===== config.mk =====
export PLATFORM = sky130hd
export DESIGN_NAME = set_membership_filter
export DESIGN_NICKNAME = d
export VERILOG_FILES = /design/src/hw/rtl/smf_pkg.sv /design/src/hw/rtl/smf_ram.sv /design/src/hw/rtl/set_membership_filter.sv
export VERILOG_INCLUDE_DIRS = /design/src /design/src/hw/rtl
export SDC_FILE = /design/constraint.sdc
export NUM_CORES = 2
export LEC_CHECK = 0
export ABC_AREA = 1
export BUFFER_PORTS_ARGS = -buffer_cell sky130_fd_sc_hd__buf_2
export CELL_PAD_IN_SITES_DETAIL_PLACEMENT = 0
export CELL_PAD_IN_SITES_GLOBAL_PLACEMENT = 2
export CORE_MARGIN = 1.5
export CORE_UTILIZATION = 47
export CTS_BUF_LIST = sky130_fd_sc_hd__clkbuf_8
export DETAILED_ROUTE_END_ITERATION = 10
export PLACE_DENSITY_LB_ADDON = 0.05
export REMOVE_ABC_BUFFERS = 1
export SLEW_MARGIN = 30
export SYNTH_ARGS = -nofsm -noshare
export SYNTH_HDL_FRONTEND = slang
export SYNTH_SLANG_ARGS = --single-unit

===== constraint.sdc =====
create_clock -name clk_i -period 5.9 [get_ports clk_i]
set_clock_uncertainty 0.1 [all_clocks]
set_input_delay 1.18 -clock clk_i [delete_from_list [all_inputs] [get_ports clk_i]]
set_output_delay 1.18 -clock clk_i [all_outputs]
set_load 0.1 [all_outputs]

===== src/hw/rtl/set_membership_filter_macros.svh =====
// Assertion helpers for the membership filter.
// All checks sample on clk_i and are off while rst_ni is low.
`ifndef SET_MEMBERSHIP_FILTER_MACROS_SVH
`define SET_MEMBERSHIP_FILTER_MACROS_SVH

// Same-cycle implication.
`define SMF_ASSERT_NOW(label, ante, cons, msg) \
  label: assert property (@(posedge clk_i) disable iff (!rst_ni) (ante) |-> (cons)) \
    else $error(msg);

// Next-cycle implication.
`define SMF_ASSERT_NEXT(label, ante, cons, msg) \
  label: assert property (@(posedge clk_i) disable iff (!rst_ni) (ante) |=> (cons)) \
    else $error(msg);

`endif


===== src/hw/rtl/smf_pkg.sv =====
package smf_pkg;

  // Table geometry
  localparam int unsigned TableDepth = 64;
  localparam int unsigned AddrW      = $clog2(TableDepth);
  localparam int unsigned CountW     = $clog2(TableDepth + 1);
  localparam int unsigned ValueW     = 32;

  // Item operation codes; code 3 is unused and passes through
  typedef enum logic [1:0] {
    OP_INSERT = 2'd0,
    OP_PROBE  = 2'd1,
    OP_CLEAR  = 2'd2
  } op_e;

  typedef enum logic [1:0] {
    ST_IDLE,
    ST_SCAN,
    ST_FINISH
  } state_e;

  // Result flags, packed as on the output tuser
  typedef struct packed {
    logic overflow;
    logic kept;
  } res_flags_t;

endpackage


===== src/hw/rtl/smf_ram.sv =====
module smf_ram #(
  parameter int unsigned Width = 32,
  parameter int unsigned Depth = 64
) (
  input  logic                     clk_i,
  input  logic                     we_i,
  input  logic [$clog2(Depth)-1:0] waddr_i,
  input  logic [Width-1:0]         wdata_i,
  input  logic                     re_i,
  input  logic [$clog2(Depth)-1:0] raddr_i,
  output logic [Width-1:0]         rdata_o
);

  logic [Width-1:0] mem_q [Depth];
  logic [Width-1:0] rdata_q;

  // One write port, one registered read port
  always_ff @(posedge clk_i) begin
    if (we_i) begin
      mem_q[waddr_i] <= wdata_i;
    end
    if (re_i) begin
      rdata_q <= mem_q[raddr_i];
    end
  end

  assign rdata_o = rdata_q;

endmodule


===== src/hw/rtl/set_membership_filter.sv =====
// Membership filter over a table of distinct 32-bit values.
// s_axis carries one item per transfer: tuser[1:0] is the operation
// (insert, probe, clear), tdata[31:0] the value. m_axis returns exactly one
// result per item: tdata[31:0] echoes the value (zero for a clear),
// tuser[0] is the kept flag of a probe, tuser[1] the overflow flag of an
// insert into a full table. cfg_valid_i/cfg_data_i write keep_mode
// (0 keeps absent probes, 1 keeps present ones); cfg_ready_o is always high.
// Values sit in a single-port-read RAM filled in order, so entries below the
// fill count are the valid ones. An insert or probe scans them one read per
// cycle, reading entries up to and including a match, else up to the fill
// count; a clear or unused code skips the scan. The next item is accepted
// only once the result of the last one is loaded into the output register.
// An output register holds a result while the
// receiver stalls; the next item is still accepted and scanned, and waits
// in its final state until the output register frees up.
// Reset empties the table (fill count to zero) at once and sets keep_mode
// to difference; no clearing pass is needed.
`include "set_membership_filter_macros.svh"

module set_membership_filter (
  input  logic        clk_i,
  input  logic        rst_ni,
  // config write
  input  logic        cfg_valid_i,
  output logic        cfg_ready_o,
  input  logic        cfg_data_i,     // keep_mode
  // input items
  input  logic        s_axis_tvalid,
  output logic        s_axis_tready,
  input  logic [31:0] s_axis_tdata,   // [31:0] value
  input  logic [7:0]  s_axis_tuser,   // [1:0] op, rest zero
  // results
  output logic        m_axis_tvalid,
  input  logic        m_axis_tready,
  output logic [31:0] m_axis_tdata,   // [31:0] result_value
  output logic [7:0]  m_axis_tuser    // [0] kept, [1] overflow, rest zero
);

  localparam logic [smf_pkg::CountW-1:0] FullCount =
    smf_pkg::CountW'(smf_pkg::TableDepth);

  smf_pkg::state_e state_q, state_d;
  logic [1:0]                   op_q;
  logic [smf_pkg::ValueW-1:0]   val_q;
  logic [smf_pkg::CountW-1:0]   count_q, count_d;
  logic [smf_pkg::CountW-1:0]   idx_q, idx_d;
  logic                         cmp_vld_q, cmp_vld_d;
  logic                         found_q, found_d;
  logic                         mode_q;

  logic                         out_vld_q, out_vld_d;
  logic [smf_pkg::ValueW-1:0]   out_data_q;
  smf_pkg::res_flags_t          out_flags_q, out_flags_d;
  logic [smf_pkg::ValueW-1:0]   out_data_d;
  logic                         out_load;

  logic                         in_xfer;
  logic                         hit;
  logic                         ram_re, ram_we;
  logic [smf_pkg::ValueW-1:0]   ram_rdata;

  assign cfg_ready_o   = 1'b1;
  assign s_axis_tready = (state_q == smf_pkg::ST_IDLE);
  assign in_xfer       = s_axis_tvalid && s_axis_tready;

  // Value table
  smf_ram #(
    .Width (smf_pkg::ValueW),
    .Depth (smf_pkg::TableDepth)
  ) u_ram (
    .clk_i   (clk_i),
    .we_i    (ram_we),
    .waddr_i (count_q[smf_pkg::AddrW-1:0]),
    .wdata_i (val_q),
    .re_i    (ram_re),
    .raddr_i (idx_q[smf_pkg::AddrW-1:0]),
    .rdata_o (ram_rdata)
  );

  // Compare the entry read in the previous cycle
  assign hit = cmp_vld_q && (ram_rdata == val_q);

  // Sequencer
  always_comb begin
    state_d     = state_q;
    idx_d       = idx_q;
    cmp_vld_d   = 1'b0;
    found_d     = found_q;
    count_d     = count_q;
    ram_re      = 1'b0;
    ram_we      = 1'b0;
    out_load    = 1'b0;
    out_data_d  = val_q;
    out_flags_d = '0;

    unique case (state_q)
      smf_pkg::ST_IDLE: begin
        idx_d   = '0;
        found_d = 1'b0;
        if (in_xfer) begin
          if ((s_axis_tuser[1:0] == smf_pkg::OP_INSERT) ||
              (s_axis_tuser[1:0] == smf_pkg::OP_PROBE)) begin
            state_d = smf_pkg::ST_SCAN;
          end else begin
            state_d = smf_pkg::ST_FINISH;
          end
        end
      end
      smf_pkg::ST_SCAN: begin
        priority if (hit) begin
          found_d = 1'b1;
          state_d = smf_pkg::ST_FINISH;
        end else if (idx_q != count_q) begin
          ram_re    = 1'b1;
          cmp_vld_d = 1'b1;
          idx_d     = idx_q + 1'b1;
        end else begin
          state_d = smf_pkg::ST_FINISH;
        end
      end
      smf_pkg::ST_FINISH: begin
        unique case (op_q)
          smf_pkg::OP_INSERT: begin
            out_flags_d.overflow = !found_q && (count_q == FullCount);
          end
          smf_pkg::OP_PROBE: begin
            out_flags_d.kept = mode_q ? found_q : !found_q;
          end
          smf_pkg::OP_CLEAR: begin
            out_data_d = '0;
          end
          default: begin
          end
        endcase
        if (!out_vld_q || m_axis_tready) begin
          out_load = 1'b1;
          state_d  = smf_pkg::ST_IDLE;
          if ((op_q == smf_pkg::OP_INSERT) && !found_q && (count_q != FullCount)) begin
            ram_we  = 1'b1;
            count_d = count_q + 1'b1;
          end else if (op_q == smf_pkg::OP_CLEAR) begin
            count_d = '0;
          end
        end
      end
      default: begin
        state_d = smf_pkg::ST_IDLE;
      end
    endcase
  end

  // Control registers
  always_ff @(posedge clk_i or negedge rst_ni) begin
    if (!rst_ni) begin
      state_q   <= smf_pkg::ST_IDLE;
      count_q   <= '0;
      idx_q     <= '0;
      cmp_vld_q <= 1'b0;
      found_q   <= 1'b0;
      mode_q    <= 1'b0;
      out_vld_q <= 1'b0;
    end else begin
      state_q   <= state_d;
      count_q   <= count_d;
      idx_q     <= idx_d;
      cmp_vld_q <= cmp_vld_d;
      found_q   <= found_d;
      out_vld_q <= out_vld_d;
      if (cfg_valid_i && cfg_ready_o) begin
        mode_q <= cfg_data_i;
      end
    end
  end

  // Item capture and output payload
  always_ff @(posedge clk_i) begin
    if (in_xfer) begin
      op_q  <= s_axis_tuser[1:0];
      val_q <= s_axis_tdata;
    end
    if (out_load) begin
      out_data_q  <= out_data_d;
      out_flags_q <= out_flags_d;
    end
  end

  // Output register occupancy
  always_comb begin
    if (out_load) begin
      out_vld_d = 1'b1;
    end else if (m_axis_tready) begin
      out_vld_d = 1'b0;
    end else begin
      out_vld_d = out_vld_q;
    end
  end

  assign m_axis_tvalid = out_vld_q;
  assign m_axis_tdata  = out_data_q;
  assign m_axis_tuser  = {6'b0, out_flags_q};

  // Checks
  `SMF_ASSERT_NOW(a_count_bound, 1'b1, count_q <= FullCount, "fill count above table depth")
  `SMF_ASSERT_NOW(a_write_room, ram_we, count_q < FullCount, "table write with table full")
  `SMF_ASSERT_NEXT(a_accept_busy, in_xfer, state_q != smf_pkg::ST_IDLE, "item accepted, no work")
  `SMF_ASSERT_NOW(a_scan_range, state_q == smf_pkg::ST_SCAN, idx_q <= count_q,
                  "scan index past fill count")

endmodule

==> summary.txt <==
Clocking
  • Clock Sinks: 2168
  • CTS clock-pin slew for the worst setup and hold paths: 0.06 ns
  • H-Tree Depth: 5
  • TritonCTS Buffers: 372
  • CTS root buffer: clkbuf_8
  • CTS tree: done
  • CTS Buffer Depth: 4
  • Clock Latency Late Sink: 1.08 ns

Pwr
  • Power Dens Cells: 397 nW/um^2
  • Reg power frac: 48.4%
  • Int Power: 0.0257 W
  • Clk network pwr share: 31.5%
  • P_leak: 31.1 nW
  • Worst vdd ir: 289 uV
  • P_sw: 0.0119 W
  • Combinational power share: 20.1%
  • Net Sw Frac: 31.7%

Worst hold path
  • WHS Endpoint: val_q[0]
  • Hold depth: 1
  • Hold Path Origin: s_axis_tdata[0]
  • Tightest Hold Check Type: primary input to flip-flop

Global route
  • Vias in the first global route: 51300
  • Total Routing Usage GR: 27.4%
  • Initial antenna violation count: 9
  • Largest net degree at the start of global routing: 164
  • Total grt overflow: 0
  • First-pass GRT wire length: 361000 um

Critical path
  • Worst reg2reg path depth: 10
  • Worst Setup End Kind: flip-flop
  • CP Class: flip-flop to flip-flop
  • Capturing point of the worst reg2reg path: u_ram.mem_q[32][6]
  • CP Data Required Time: 6.47 ns
  • Crit path DAT: 4.54 ns
  • Critical R2R Launch: count_q[0]
  • R2R Setup Slk: 1.93 ns
  • Startpoint types: flip-flop
  • CP Max Fanout: 28

Die
  • Core area: 179000 sq um
  • Initial Utilization: 47.4%
  • Die outline area: 183000 sq um
  • Die H: 428 um
  • # rows: 155
  • Num ports: 89
  • DIE WIDTH: 428 um

STA
  • Max Freq: 252 MHz
  • Final period util: 67.3%
  • RSZ-0062 raised after global routing: false
  • Final Hold Vio Count: 0
  • Fin Hold WS: 0.206 ns
  • Slew @ Worst Pin: 1.05 ns
  • Slew margin rel.: 29.7%
  • Final Max Slew Viols: 0
  • Min Clock Period, post-route: 3.97 ns
  • Final setup vio count: 0
  • Fin Setup TNS: 0 ns

Logic synthesis
  • Top cells by area, synth: edfxtp_1, nor2_1, o21ai_0
  • Main flop type after synthesis: edfxtp_1
  • Mapped cell area: 84700 sq um
  • #FFs+latches synth: 2168
  • Yosys top cell area share: 76.1%
  • Mapped Avg Cell Area: 13.5 sq um
  • Most numerous cell in the Yosys netlist: edfxtp_1
  • Post-synth EDFFs: 2148
  • Largest area contributor in the netlist: edfxtp_1
  • Mapped Cells: 6292
  • Synth cell types: 36
  • Sequential share of the synthesized area: 76.7%
  • Synth cell count leaders: edfxtp_1, nor2_1, o21ai_0
  • Synth Warn #: 0
  • Async S/R FF share, synth: 0.923%

Detailed routing
  • Router iterations before antenna repair: 6
  • Met3 WL post-DR: 14100 um
  • Drt first-iter violations: 5083
  • DRT antenna net count: 0
  • Wirelength per Cell: 27.7 um
  • Post-route DRC: 0
  • Total number of vias: 53100
  • Final WL: 253000 um
  • Highest metal used: met5
  • Wire length on met2: 123000 um
  • WL met1: 109000 um
  • Vias per inst: 5.83

Place
  • Final GP Congestion: 0.850
  • Dpl hpwl: 134000 um
  • I/O Buffers: 75

Final layout
  • Layout cells sized above 1: 11.3%
  • Layout area overhead: 12.0%
  • Final Core Density: 53.1%
  • Layout filler cell count: 15200
  • NumNets Final: 6551

Status
  • Outcome: completed

Run
  • Max-cap violations: 0
## cell type report
cell class	instances	area [sq um]	share of cell area [%]
inverters	101	417	0.439
clock buffers	380	5230	5.51
repair buffers	265	2300	2.43
well taps	2355	2950	3.11
multi-input cells	3594	17900	18.9
clock inverters	246	1040	1.09
flip-flops and latches	2168	65000	68.5
diodes	7	17.5	0.0185
## power groups by stage
stage | sequential [W] | combinational [W] | clock (W)
final | 0.0182 | 0.00757 | 0.0119
after global routing | 0.0182 | 0.00828 | 0.0127
after CTS | 0.0182 | 0.00760 | 0.0121
after detailed placement | 0.0185 | 0.00759 | 0
after global placement | 0.0185 | 0.00750 | 0
after floorplan | 0.0196 | 0.00347 | 0
## worst max-delay path by stage
| stage | slack [ns] | startpoint | endpoint |
|---|---|---|---|
| CTS | 1.94 | count_q[0] | u_ram.mem_q[32][6] |
| global placement | 1.66 | m_axis_tready | u_ram.mem_q[41][16] |
| global route | 1.77 | count_q[0] | u_ram.mem_q[47][6] |
| finish | 1.93 | count_q[0] | u_ram.mem_q[32][6] |
| floorplan | -33.03 | idx_q[0] | u_ram.rdata_o[5] |
| detailed placement | 1.66 | m_axis_tready | u_ram.mem_q[32][9] |
## layout by cell type (no fill, tap or decap), types with 4 or more instances in the layout
cell type,instances
a21oi_1,131
a22oi_1,128
buf_12,27
buf_16,7
buf_2,75
buf_4,152
clkbuf_8,380
clkinv_1,87
clkinv_2,23
clkinvlp_4,5
conb_1,7
dfrtp_1,16
diode_2,7
edfxtp_1,2148
inv_1,216
inv_2,6
inv_6,4
nand2_1,332
nand3_1,307
nand4_1,10
nor2_1,1133
nor2_4,64
nor3_1,7
nor3_2,4
o211ai_1,188
o21ai_0,887
o21ai_1,150
o221ai_1,69
o22ai_1,157
xor2_1,6
## cells by family (layout without fill, tap and decap cells)
logic type               count (synthesis)  in the layout  synth area share, %
AO/OA/AOI/OAI                         1714           1714                 11.6
XOR/XNOR                                 7              7               0.0724
adder cells (fa/ha/maj)                  3              3               0.0443
buffers and inverters                  535            992                 2.74
flip-flops                            2168           2168                 76.7
other                                    2             14              0.00887
AND/OR/NAND/NOR                       1863           1863                 8.79
## sequential cells by signal (all words and copies together) (netlist names)
name,flops
u_ram.mem_q,2048
m_axis_tdata,32
u_ram.rdata_o,32
val_q,32
count_q,7
idx_q,7
m_axis_tuser,2
op_q,2
state_q,2
cmp_vld_q,1
found_q,1
m_axis_tvalid,1
mode_q,1
## timing repair
item	CTS	global route
endpoints found under the hold margin	20	0
resized for setup	0	0
setup buffers	0	0
setup endpoints to repair	0	0
hold buffers	1	0
## critical path: stages (launching register included)
cell      delay [ns]
dfrtp_1         0.46
clkinv_1        0.25
ha_1            0.28
nand2_1         0.06
nor2_1          0.05
nand2_1         0.08
nand3_1         0.23
inv_2           0.25
nand4_1         0.77
nor2_4          0.49
buf_4           0.51
## through the flow
step	total power, W	setup WS, ns	cells	instance area (sq um)
4_1_cts	0.0379	1.94	9108	94800
3_5_place_dp	0.0261	1.66	8481	88600
5_1_grt	0.0392	1.77	9114	94900
6_report	0.0377	1.93	9116	94900
2_1_floorplan	0.0230	-33.03	5863	82800
3_3_place_gp	0.0260	1.66	8472	88300
## metal layers
layer | global-route usage [%] | vias up
met5 | 0 | -
met2 | 45.0 | 1686
li1 | - | 23900
met1 | 37.6 | 27100
met4 | 9.05 | 2
met3 | 4.30 | 404
Power figures use the tool's default switching activity.
